===== src/hdl/owf_pkg.sv =====
// ----------------------------------------------------------------------------
// owf_pkg: shared types and constants of the overlap window framer
// register indexes, register widths and reset values, ring control bundle
// ----------------------------------------------------------------------------
package owf_pkg;

    // configuration port
    localparam int CFG_INDEX_BITS = 1;
    localparam int CFG_DATA_BITS  = 8;

    // register indexes
    localparam logic [CFG_INDEX_BITS-1:0] CFG_WINDOW_LENGTH = 1'b0;
    localparam logic [CFG_INDEX_BITS-1:0] CFG_HOP_LENGTH    = 1'b1;

    // register widths and reset values
    localparam int WIN_BITS = 7;
    localparam int HOP_BITS = 8;
    localparam logic [WIN_BITS-1:0] WIN_RESET = 7'd64;
    localparam logic [HOP_BITS-1:0] HOP_RESET = 8'd32;

    // control from the sequencer to the history ring
    typedef struct packed {
        logic wr_en;   // store the incoming sample
        logic clr;     // drop the whole history (restart)
        logic rd_en;   // load one ring entry into the output register
    } t_ring_ctl;

endpackage


===== src/hdl/owf_ring.sv =====
// ----------------------------------------------------------------------------
// owf_ring: history ring of the overlap window framer
// one write port, one registered read port, per-entry valid flags so that
// reset and restart empty the ring at once (an empty entry reads as zero)
// ----------------------------------------------------------------------------
module owf_ring #(
    parameter int WINDOW_MAX  = 64,
    parameter int SAMPLE_BITS = 16
) (
    input  logic                          i_clk,
    input  logic                          i_rst_n,
    input  owf_pkg::t_ring_ctl            i_ctl,
    input  logic [$clog2(WINDOW_MAX)-1:0] i_wr_addr,
    input  logic [SAMPLE_BITS-1:0]        i_wr_data,
    input  logic [$clog2(WINDOW_MAX)-1:0] i_rd_addr,
    output logic [SAMPLE_BITS-1:0]        o_rd_data
);

    logic [SAMPLE_BITS-1:0] r_mem [WINDOW_MAX];
    logic [WINDOW_MAX-1:0]  r_valid;
    logic [WINDOW_MAX-1:0]  n_valid;
    logic [SAMPLE_BITS-1:0] r_rd_data;

    // valid flags: clear on restart, then mark the entry being written
    always_comb begin
        n_valid = i_ctl.clr ? '0 : r_valid;
        if (i_ctl.wr_en) begin
            n_valid[i_wr_addr] = 1'b1;
        end
    end

    always_ff @(posedge i_clk) begin
        if (!i_rst_n) begin
            r_valid <= '0;
        end else begin
            r_valid <= n_valid;
        end
    end

    // sample storage
    always_ff @(posedge i_clk) begin
        if (i_ctl.wr_en) begin
            r_mem[i_wr_addr] <= i_wr_data;
        end
    end

    // registered read, empty entries read as zero
    always_ff @(posedge i_clk) begin
        if (i_ctl.rd_en) begin
            r_rd_data <= r_valid[i_rd_addr] ? r_mem[i_rd_addr] : '0;
        end
    end

    assign o_rd_data = r_rd_data;

endmodule


===== src/hdl/owf_seq.sv =====
// ----------------------------------------------------------------------------
// owf_seq: sequencer of the overlap window framer
// tracks hop position and ring pointer, and walks the single ring read port
// over the window at hop end (or over the one pass-through entry)
// ----------------------------------------------------------------------------
module owf_seq #(
    parameter int WINDOW_MAX = 64
) (
    input  logic                          i_clk,
    input  logic                          i_rst_n,
    input  logic [owf_pkg::WIN_BITS-1:0]  i_window_length,
    input  logic [owf_pkg::HOP_BITS-1:0]  i_hop_length,
    input  logic                          i_in_valid,
    output logic                          o_in_ready,
    input  logic                          i_restart,
    output owf_pkg::t_ring_ctl            o_ring_ctl,
    output logic [$clog2(WINDOW_MAX)-1:0] o_wr_addr,
    output logic [$clog2(WINDOW_MAX)-1:0] o_rd_addr,
    input  logic                          i_out_ready,
    output logic                          o_out_valid,
    output logic                          o_out_last
);

    localparam int AW = $clog2(WINDOW_MAX);
    localparam int CW = $clog2(WINDOW_MAX + 1);
    localparam int SW = $clog2(2 * WINDOW_MAX) + 1;
    localparam int WB = owf_pkg::WIN_BITS;
    localparam int HB = owf_pkg::HOP_BITS;
    localparam logic [AW-1:0] ADDR_LAST = AW'(WINDOW_MAX - 1);
    localparam logic [SW-1:0] WMAX_S    = SW'(WINDOW_MAX);
    localparam logic [WB-1:0] WMAX_W    = WB'(WINDOW_MAX);

    typedef enum logic [0:0] {
        S_IDLE,
        S_READ
    } t_state;

    t_state        r_state;
    logic [AW-1:0] r_wp;
    logic [HB-1:0] r_hop_pos;
    logic [AW-1:0] r_addr;
    logic [CW-1:0] r_cnt;
    logic          r_last_ok;
    logic          r_out_valid;
    logic          r_out_last;

    logic [WB-1:0] win_eff;
    logic [CW-1:0] win_cnt;
    logic [HB-1:0] hop_eff;
    logic [AW-1:0] wp_cur;
    logic [AW-1:0] wp_next;
    logic [HB-1:0] pos;
    logic          hop_end;
    logic          overlap;
    logic          pass_hit;
    logic          pass_last;
    logic [SW-1:0] start_sum;
    logic [AW-1:0] start_addr;
    logic [AW-1:0] addr_inc;
    logic          accept;
    logic          issue;

    // effective register values
    always_comb begin
        if (i_window_length == '0) begin
            win_eff = WB'(1);
        end else if (i_window_length > WMAX_W) begin
            win_eff = WMAX_W;
        end else begin
            win_eff = i_window_length;
        end
        hop_eff = (i_hop_length == '0) ? HB'(1) : i_hop_length;
        win_cnt = CW'(win_eff);
    end

    // hop bookkeeping for the incoming sample, restart applied first
    always_comb begin
        wp_cur    = i_restart ? '0 : r_wp;
        pos       = i_restart ? '0 : r_hop_pos;
        wp_next   = (wp_cur == ADDR_LAST) ? '0 : wp_cur + AW'(1);
        hop_end   = ({1'b0, pos} + (HB+1)'(1)) >= {1'b0, hop_eff};
        overlap   = hop_eff < {1'b0, win_eff};
        pass_hit  = pos < {1'b0, win_eff};
        pass_last = ({1'b0, pos} + (HB+1)'(1)) == {2'b0, win_eff};
        // oldest window entry: (wp_next + WINDOW_MAX - w) mod WINDOW_MAX
        start_sum = SW'(wp_next) + WMAX_S - SW'(win_cnt);
        if (start_sum >= WMAX_S) begin
            start_addr = AW'(start_sum - WMAX_S);
        end else begin
            start_addr = AW'(start_sum);
        end
        addr_inc = (r_addr == ADDR_LAST) ? '0 : r_addr + AW'(1);
    end

    // handshakes and ring control
    always_comb begin
        accept           = i_in_valid && (r_state == S_IDLE);
        issue            = (r_state == S_READ) && (!r_out_valid || i_out_ready);
        o_ring_ctl.wr_en = accept;
        o_ring_ctl.clr   = accept && i_restart;
        o_ring_ctl.rd_en = issue;
    end

    // state, pointers and output flags
    always_ff @(posedge i_clk) begin
        if (!i_rst_n) begin
            r_state     <= S_IDLE;
            r_wp        <= '0;
            r_hop_pos   <= '0;
            r_addr      <= '0;
            r_cnt       <= '0;
            r_last_ok   <= 1'b0;
            r_out_valid <= 1'b0;
            r_out_last  <= 1'b0;
        end else begin
            // output register holds until taken
            if (issue) begin
                r_out_valid <= 1'b1;
                r_out_last  <= (r_cnt == CW'(1)) && r_last_ok;
            end else if (i_out_ready) begin
                r_out_valid <= 1'b0;
            end

            case (r_state)
                S_IDLE: begin
                    if (accept) begin
                        r_wp      <= wp_next;
                        r_hop_pos <= hop_end ? '0 : pos + HB'(1);
                        if (overlap && hop_end) begin
                            r_state   <= S_READ;
                            r_addr    <= start_addr;
                            r_cnt     <= win_cnt;
                            r_last_ok <= 1'b1;
                        end else if (!overlap && pass_hit) begin
                            r_state   <= S_READ;
                            r_addr    <= wp_cur;
                            r_cnt     <= CW'(1);
                            r_last_ok <= pass_last;
                        end
                    end
                end
                S_READ: begin
                    if (issue) begin
                        r_addr <= addr_inc;
                        r_cnt  <= r_cnt - CW'(1);
                        if (r_cnt == CW'(1)) begin
                            r_state <= S_IDLE;
                        end
                    end
                end
                default: begin
                    r_state <= S_IDLE;
                end
            endcase
        end
    end

    assign o_in_ready  = (r_state == S_IDLE);
    assign o_wr_addr   = wp_cur;
    assign o_rd_addr   = r_addr;
    assign o_out_valid = r_out_valid;
    assign o_out_last  = r_out_last;

endmodule


===== src/hdl/overlap_window_framer.sv =====
// ----------------------------------------------------------------------------
// overlap_window_framer: sliding window framer with overlap for one channel
// every sample enters a history ring; at hop end a full window is read back
// oldest first, or in pass-through mode the first window samples of a hop
//
// channel   direction  request carries                     handshake
// s_axis    in         sample_in (tdata), restart (tuser)   tvalid/tready
// m_axis    out        sample_out (tdata), window_last      tvalid/tready
//                      (tlast)
// cfg       in         register index, write data           valid/ready
//
// a sample that ends no window is taken while idle and leaves ready high
// a hop-end sample in overlap mode drops ready while the single ring read port
// delivers one window sample per cycle while m_axis is ready
// a pass-through sample drops ready for one ring read
// output stalls hold the burst; the input waits until the last read is issued
// reset and restart empty the ring at once through per-entry valid flags
// ----------------------------------------------------------------------------
module overlap_window_framer #(
    parameter int WINDOW_MAX  = 64,
    parameter int SAMPLE_BITS = 16
) (
    input  logic                                  i_clk,
    input  logic                                  i_rst_n,
    // input samples
    input  logic                                  i_s_axis_tvalid,
    output logic                                  o_s_axis_tready,
    input  logic [((SAMPLE_BITS+7)/8)*8-1:0]      i_s_axis_tdata,   // sample_in
    input  logic                                  i_s_axis_tuser,   // restart
    // window samples
    output logic                                  o_m_axis_tvalid,
    input  logic                                  i_m_axis_tready,
    output logic [((SAMPLE_BITS+7)/8)*8-1:0]      o_m_axis_tdata,   // sample_out
    output logic                                  o_m_axis_tlast,   // window_last
    // configuration writes
    input  logic                                  i_cfg_valid,
    output logic                                  o_cfg_ready,
    input  logic [owf_pkg::CFG_INDEX_BITS-1:0]    i_cfg_index,
    input  logic [owf_pkg::CFG_DATA_BITS-1:0]     i_cfg_data
);

    localparam int AW = $clog2(WINDOW_MAX);
    localparam int DW = ((SAMPLE_BITS + 7) / 8) * 8;

    logic [owf_pkg::WIN_BITS-1:0] r_window_length;
    logic [owf_pkg::HOP_BITS-1:0] r_hop_length;
    owf_pkg::t_ring_ctl           ring_ctl;
    logic [AW-1:0]                wr_addr;
    logic [AW-1:0]                rd_addr;
    logic [SAMPLE_BITS-1:0]       rd_data;

    // configuration registers
    always_ff @(posedge i_clk) begin
        if (!i_rst_n) begin
            r_window_length <= owf_pkg::WIN_RESET;
            r_hop_length    <= owf_pkg::HOP_RESET;
        end else if (i_cfg_valid) begin
            case (i_cfg_index)
                owf_pkg::CFG_WINDOW_LENGTH: begin
                    r_window_length <= i_cfg_data[owf_pkg::WIN_BITS-1:0];
                end
                owf_pkg::CFG_HOP_LENGTH: begin
                    r_hop_length <= i_cfg_data[owf_pkg::HOP_BITS-1:0];
                end
                default: begin
                end
            endcase
        end
    end

    assign o_cfg_ready = 1'b1;

    // sequencer
    owf_seq #(
        .WINDOW_MAX (WINDOW_MAX)
    ) u_seq (
        .i_clk           (i_clk),
        .i_rst_n         (i_rst_n),
        .i_window_length (r_window_length),
        .i_hop_length    (r_hop_length),
        .i_in_valid      (i_s_axis_tvalid),
        .o_in_ready      (o_s_axis_tready),
        .i_restart       (i_s_axis_tuser),
        .o_ring_ctl      (ring_ctl),
        .o_wr_addr       (wr_addr),
        .o_rd_addr       (rd_addr),
        .i_out_ready     (i_m_axis_tready),
        .o_out_valid     (o_m_axis_tvalid),
        .o_out_last      (o_m_axis_tlast)
    );

    // history ring, its read register is the output data register
    owf_ring #(
        .WINDOW_MAX  (WINDOW_MAX),
        .SAMPLE_BITS (SAMPLE_BITS)
    ) u_ring (
        .i_clk     (i_clk),
        .i_rst_n   (i_rst_n),
        .i_ctl     (ring_ctl),
        .i_wr_addr (wr_addr),
        .i_wr_data (i_s_axis_tdata[SAMPLE_BITS-1:0]),
        .i_rd_addr (rd_addr),
        .o_rd_data (rd_data)
    );

    assign o_m_axis_tdata = DW'(rd_data);

    // a ring read never overwrites a result that is still waiting
    a_no_overwrite: assert property (@(posedge i_clk) disable iff (!i_rst_n)
        ring_ctl.rd_en |-> (!o_m_axis_tvalid || i_m_axis_tready))
        else $error("ring read while output register still full");

    // every ring read shows up as an output request
    a_read_to_out: assert property (@(posedge i_clk) disable iff (!i_rst_n)
        ring_ctl.rd_en |=> o_m_axis_tvalid)
        else $error("ring read did not produce an output request");

    // reads and sample writes never share a cycle
    a_rd_wr_excl: assert property (@(posedge i_clk) disable iff (!i_rst_n)
        !(ring_ctl.rd_en && ring_ctl.wr_en))
        else $error("ring read and write in the same cycle");

    // a history clear only comes with an accepted sample
    a_clr_with_wr: assert property (@(posedge i_clk) disable iff (!i_rst_n)
        ring_ctl.clr |-> (ring_ctl.wr_en && i_s_axis_tvalid && o_s_axis_tready))
        else $error("history cleared without an accepted sample");

endmodule


===== config.mk =====
export PLATFORM = sky130hd
export DESIGN_NAME = overlap_window_framer
export DESIGN_NICKNAME = d
export VERILOG_FILES = /design/src/hdl/owf_pkg.sv /design/src/hdl/owf_ring.sv /design/src/hdl/owf_seq.sv /design/src/hdl/overlap_window_framer.sv
export SDC_FILE = /design/constraint.sdc
export NUM_CORES = 1
export LEC_CHECK = 0
export BUFFER_PORTS_ARGS = -buffer_cell sky130_fd_sc_hd__buf_2
export CORE_MARGIN = 4
export CORE_UTILIZATION = 48
export DETAILED_ROUTE_END_ITERATION = 16
export PLACE_DENSITY_LB_ADDON = 0.3
export SKIP_CTS_REPAIR_TIMING = 1
export SLEW_MARGIN = 20
export SYNTH_ARGS = -nofsm -noshare
export SYNTH_HDL_FRONTEND = slang
export SYNTH_SLANG_ARGS = --single-unit

===== constraint.sdc =====
create_clock -name i_clk -period 11.8 [get_ports i_clk]
set_input_delay 2.36 -clock i_clk [delete_from_list [all_inputs] [get_ports i_clk]]
set_output_delay 2.36 -clock i_clk [all_outputs]
set_load 0.05 [all_outputs]

# ---- Yosys cells after proc, flatten, opt, wreduce, memory -nomap -nowiden
# Memories as Yosys holds them, arrays and structs flattened. A register that Yosys moved wholly into a read port is not among the register bits.
# Cells that the tools add are included.
dict set report totals {
  mem_count 1
  input_bits 31
  wordCells 95
  register_bits 110
  output_inout_bits 20
  mem_bits_rw 1024
}
# memory words word_bits read_ports rd_clocked_by_memory_dff write_ports line
set memory_table {}
lappend memory_table {u_ring.r_mem 64 16 1 1 1 owf_ring.sv:19} ;# logic [SAMPLE_BITS-1:0] r_mem [WINDOW_MAX];
dict set report classes {
  mux 37
  n_reduce_logical 20
  n_eq_ne 7
  addsub 8
  order_cmp 8
  n_bitwise 3
}
# cell n
set ops {}
lappend ops {{$mux 64} 2}
lappend ops {{$or 64x64->64} 1}
lappend ops {{$mux 6} 8}
lappend ops {{$mux 7} 6}
lappend ops {{$mux 8} 3}
lappend ops {{$lt 8x7->1} 2}
lappend ops {{$lt 6x7->1 const B} 2}
lappend ops {{$pmux 7 s2} 1}
lappend ops {{$mux 1} 13}
lappend ops {{$add 6x1->6 const B} 2}
lappend ops {{$eq 6x6->1 const B} 2}
lappend ops {{$pmux 6 s2} 1}
lappend ops {{$add 8x1->9 const B} 1}
lappend ops {{$eq 9x7->1} 1}
lappend ops {{$ge 9x8->1} 1}
lappend ops {{$add 6x7->8 const B} 1}
lappend ops {{$add 8x1->8 const B} 1}
lappend ops {{$ge 8x7->1 const B} 1}
lappend ops {{$logic_not 8->1} 1}
lappend ops {{$sub 8x7->8} 1}
lappend ops {{$eq 7x1->1 const B} 1}
lappend ops {{$gt 7x7->1 const B} 1}
lappend ops {{$logic_and 1x1->1} 7}
lappend ops {{$logic_not 7->1} 1}
lappend ops {{other kinds (15)} 22}

# ---- Depth between registers and ports, before layout
dict set report depth {
  ltp_word 10
  mapped_depth 18
  ltp_nobuf 14
}

# ---- Cells and area by module
# Synthesis repeated with hierarchy kept, for this count alone.
dict set report unflattened {
  cells_unflattened 2411
  area_unflattened_um2 45818.9
}
# module cells_each instances area_each_um2
set by_module_without_submodules {}
lappend by_module_without_submodules {owf_ring 1996 1 42463.2}
lappend by_module_without_submodules {owf_seq 352 1 2745.1}
lappend by_module_without_submodules {overlap_window_framer 63 1 610.6}

# ---- Least setup slack after synthesis
# OpenSTA, ideal clock, no wires.
dict set report synth_path {
  path_type {input to register}
  from {input i_s_axis_tuser}
  to {register u_seq.r_addr[5] (netlist: u_seq.o_rd_addr[5])}
  stages 18
  required_ns 11.685
  setup_time_ns 0.115
  slack_ns 5.964
  arrival_ns 5.721
  path_cell_list {clkbuf_1 > clkbuf_1 > clkbuf_1 > nor2b_1 > ha_1 > nand3_1 > xor2_1 > nor2_1 > ha_1 > nand3_1 > o21bai_1 > a31oi_1 > a2111oi_0 > or2_2 > buf_2 > nor3_1 > o31a_1 > o21a_1}
}
dict set report synth_between {
  elab_chain_len 10
  word_cells_on_any_way 21
}
# element line
set synth_lines {}
lappend synth_lines {{from (decl)} overlap_window_framer.sv:29} ;# input logic i_s_axis_tuser,
lappend synth_lines {{$mux 6} owf_seq.sv:78} ;# wp_cur = i_restart ? '0 : r_wp;
lappend synth_lines {{$add 6x1->6 / $eq 6x6->1 (equally long branches)} owf_seq.sv:80} ;# wp_next = (wp_cur == ADDR_LAST) ? '0 : wp_cur + AW'(1);
lappend synth_lines {{$mux 6} owf_seq.sv:80}
lappend synth_lines {{$add 6x7->8} owf_seq.sv:86} ;# start_sum = SW'(wp_next) + WMAX_S - SW'(win_cnt);
lappend synth_lines {{$sub 8x7->8} owf_seq.sv:86}
lappend synth_lines {{$ge 8x7->1 / $sub 6x1->6 (equally long branches)} {owf_seq.sv:87, owf_seq.sv:88}}
lappend synth_lines {{$mux 6} owf_seq.sv:87} ;# if (start_sum >= WMAX_S) begin
lappend synth_lines {{$mux 6} owf_seq.sv:129} ;# if (overlap && hop_end) begin
lappend synth_lines {{$mux 6} owf_seq.sv:126} ;# if (accept) begin
lappend synth_lines {{$pmux 6 s2} owf_seq.sv:124} ;# case (r_state)
lappend synth_lines {{to (signal assigned)} owf_seq.sv:131} ;# r_addr <= start_addr;
lappend synth_lines {{to (signal assigned)} owf_seq.sv:136} ;# r_addr <= wp_cur;
lappend synth_lines {{to (signal assigned)} owf_seq.sv:144} ;# r_addr <= addr_inc;
lappend synth_lines {{to (decl)} owf_seq.sv:41} ;# logic [AW-1:0] r_addr;
# Several ways; a longest one is shown, not always the timed one. The select of a mux whose other input is x is not followed.
# A chain may end at the register's enable or synchronous reset.

# ---- Worst setup path in the final report
dict set report layout_path {
  from {input i_s_axis_tuser}
  to {register u_seq.r_cnt[6]}
}
dict set report layout_between {
  elab_chain_len 7
  word_cells_on_any_way 11
}
# element line
set layout_lines {}
lappend layout_lines {{$mux 8 *} owf_seq.sv:79} ;# pos = i_restart ? '0 : r_hop_pos;
lappend layout_lines {{$add 8x1->9} owf_seq.sv:81} ;# hop_end = ({1'b0, pos} + (HB+1)'(1)) >= {1'b0, hop_eff};
lappend layout_lines {{$ge 9x8->1} owf_seq.sv:81}
lappend layout_lines {{$logic_and 1x1->1} owf_seq.sv:129}
lappend layout_lines {{$mux 7} owf_seq.sv:129}
lappend layout_lines {{$mux 7} owf_seq.sv:126}
lappend layout_lines {{$pmux 7 s2} owf_seq.sv:124}
lappend layout_lines {{to (signal assigned)} owf_seq.sv:132} ;# r_cnt <= win_cnt;
lappend layout_lines {{to (signal assigned)} owf_seq.sv:145} ;# r_cnt <= r_cnt - CW'(1);
lappend layout_lines {{to (decl)} owf_seq.sv:42} ;# logic [CW-1:0] r_cnt;
# Every way passes the cells marked *; elsewhere a longest branch is shown, timed or not. The select of a mux whose other input is x is not followed.

==> qor.csv <==
metric,value,unit
status,finished clean,
drc_errors,0,
grt_usage,22.0,%
power.leakage,15.6,nW
num_rows,112,
die_w,315,microns
drt-vias-per-instance,6.12,
final_cells,3691,
intPower,0.00675,W
maxSlewViolCount,0,
worstSetupStartpointType,primary input,
grt_max_degree,129,
fmax,188,MHz
grt_pass1_vias,23100,
drive_gt1_share,28.9,%
wire_per_inst,29.3,microns
start_util,48.5,%
fp.dieH,315,microns
period_minus_slack,5320,ps
numCtsBuffers,111,
cts_root_buf,clkbuf_16,
arrival,5900,ps
peakVddDrop,0.119,mV
required,12370,ps
rsz0062_at_grt,no,
yosysWarnings,0,
slew_headroom,22.4,%
skew,22.7,ps
cp-end-kind,flop,
synth_edf_count,1040,
syn_area,0.0453,sq mm
setup_tns,0,ps
worst-setup-path-type,primary input to flop,
fin_crit_sh,45.1,%
grt_pass1_wl,159000,microns
vias,22600,
finalHoldViolations,0,
antenna_found_initial,2,
tightestPinTransition,1160,ps
multi_input_area,0.0115,sq mm
core,0.0935,sq mm
synthCells,2251,
numPortBuffers,49,
seqPwrFrac,52.1,%
synthDistinctLibCells,56,
synth_flop_cell,edfxtp_1,
num-nets-final,2408,
dp_hpwl,61600,microns
syn_nets,2313,
h-tree-depth,3,
wl,108000,microns
ys_seq_elements,1150,
worstPathMaxFanout,30,
dieArea,0.0994,sq mm
avgSynthCellArea,20.1,sq um
setup_viol,0,
clock-sinks,1150,
drt_iter0_drc,2685,
ys_async_sr_fraction,0,%
grt_overflow,0,
n_fill_cell,7055,
gp_congestion,0.809,
drv_cap,0,
swShare,21.9,%
p_per_area,170,mW/mm^2
cts_buffer_depth,3,
io_pins,51,
clkPwrFrac,40.2,%
dr.pass1.iters,5,
combPwrFrac,7.7,%
clk_pin_slew_worst_paths,60,ps
clk_latency,680,ps
antenna_left,0,
ff_latch_area,0.0334,sq mm
ys_seq_area_share,73.7,%
cts_tree,done,
switching_power,0.00189,W
area_growth,12.4,%
min_path_type,flop to flop,
placed_cells,3487,
-- cells in the final DEF, fill, tap and decap left out, drive strengths merged, types with 3 or more instances in the layout --
cell and count:
edfxtp 1040, mux4 346, buf 117, xor2 14, o22ai 4, a22oi 3, nor3 10, a2111oi 4
ha 30, o21ai 15, xnor2 8, nor2 168, and2 4, clkbuf 134, bufinv 10, nand4b 3
a32oi 4, a21oi 99, nand3 32, clkinvlp 7, o21a 4, clkinv 50, dfxtp 110, nor2b 29
a31oi 3, a211oi 27, a21o 3, and3 3, nand2b 12, nor4 4, nand2 57, inv 28
mux2i 21, or3 5, or2 6
-- worst paths after layout --
kind	from	to	slack (ps)	cells past startpoint
min	u_seq.r_hop_pos[0]$_SDFFE_PN0P_	u_seq.r_hop_pos[0]$_SDFFE_PN0P_	480	2
max	i_s_axis_tuser	u_seq.r_cnt[6]$_SDFFE_PN0P_	6480	16
max reg2reg	u_seq.o_rd_addr[0]$_SDFFE_PN0P_	u_ring.o_rd_data[6]$_SDFFCE_PN0P_	6810	7
min reg2reg	u_seq.r_hop_pos[0]$_SDFFE_PN0P_	u_seq.r_hop_pos[0]$_SDFFE_PN0P_	480	2
-- worst max-delay path, stage by stage --
cell and delay [ps]:
buf_2 450, nor2b_1 160, ha_1 280, nand3_1 110, xor2_1 150, nor2_1 90
ha_1 360, nand3_1 100, o21bai_1 160, a31oi_1 170, a2111oi_2 70, buf_4 200
or2_2 400, nor2_1 350, a22oi_1 170, a211oi_1 300
-- sequential cells by signal (all words and copies together), names as in the netlist, 6 cells and up --
register / cells
r_hop_length: 8
u_seq.o_rd_addr: 6
u_seq.r_cnt: 7
r_window_length: 7
u_seq.r_wp: 6
u_ring.r_valid: 64
u_ring.o_rd_data: 16
u_ring.r_mem: 1024
u_seq.r_hop_pos: 8
-- synth_stat cells (2+ instances only) --
master / instances / area, sq um
a211oi_1: 27 / 203
edfxtp_1: 1040 / 31200
nor3b_1: 2 / 15.0
buf_1: 17 / 63.8
nor3_1: 10 / 50.1
nand3b_1: 2 / 15.0
clkbuf_1: 78 / 293
or2_2: 6 / 37.5
a22oi_1: 3 / 22.5
buf_4: 14 / 105
and2_1: 4 / 25.0
a2111oi_0: 4 / 35.0
and3_1: 3 / 18.8
buf_6: 2 / 22.5
xor2_1: 14 / 123
a31oi_1: 3 / 18.8
a32oi_1: 4 / 35.0
a21o_1: 3 / 22.5
mux2i_1: 21 / 210
o21a_1: 4 / 30.0
nand2b_1: 12 / 75.1
o22ai_1: 4 / 25.0
dfxtp_1: 110 / 2200
nor2b_1: 29 / 181
xnor2_1: 8 / 70.1
o21ai_0: 14 / 70.1
mux4_2: 346 / 7790
inv_1: 25 / 93.8
or3_1: 5 / 31.3
buf_2: 24 / 120
and4b_1: 2 / 20.0
nand4b_1: 3 / 26.3
nand2_1: 57 / 214
nor2_1: 168 / 631
nor4_1: 4 / 25.0
a2bb2oi_1: 2 / 17.5
nand3_1: 32 / 160
ha_1: 30 / 375
a21oi_1: 98 / 490
-- metal layers --
layer | up-vias | wire (microns) | global-route usage [%] | share of wire [%]
met5 | - | 17 | 0 | 0.016
met4 | 2 | 2690 | 6.16 | 2.5
met3 | 166 | 8560 | 4.40 | 7.9
met2 | 970 | 52300 | 34.9 | 48
met1 | 12000 | 44700 | 31.7 | 41
li1 | 9412 | - | - | -
-- kinds of logic after synthesis --
family	synth area share, %
DFF	73.7
muxes	17.7
and+or+nand+nor	3.38
AOI/OAI and AO/OA	2.36
buffers and inverters	1.55
adders and majority gates	0.872
xor gates and xnor gates	0.425
other	0.00827
-- power by group through the flow --
| stage | combinational, W | sequential [W] | clock (W) |
|---|---|---|---|
| after floorplan | 0.000463 | 0.00458 | 0 |
| after global placement | 0.000657 | 0.00459 | 0 |
| after detailed placement | 0.000670 | 0.00459 | 0 |
| after CTS | 0.000672 | 0.00450 | 0.00353 |
| after global routing | 0.000713 | 0.00450 | 0.00371 |
| final | 0.000665 | 0.00450 | 0.00348 |
-- final cells by class --
cell class                      count  area share [%]
Multi-Input combinational cell    940            22.5
Clock buffer                      134            5.79
Antenna cell                        1         0.00491
Inverter                           26           0.191
Timing Repair Buffer              117            1.60
Clock inverter                     69            1.19
Tap cell                         1254            3.08
Sequential cell                  1150            65.6
-- through the flow --
stage / instance area, sq um / power, W / setup WS, ps / util, % / hold slack (ps)
2_1_floorplan: 45300 / 0.00504 / 5960 / - / 436
3_3_place_gp: 47300 / 0.00524 / 5920 / 50.6 / 461
3_5_place_dp: 47300 / 0.00526 / 5810 / 50.6 / 474
4_1_cts: 50900 / 0.00870 / 6540 / 54.4 / 483
5_1_grt: 51000 / 0.00893 / 6230 / 54.5 / 510
6_report: 51000 / 0.00864 / 6480 / 54.5 / 476
Note: power is estimated with default switching activity, not from simulation.
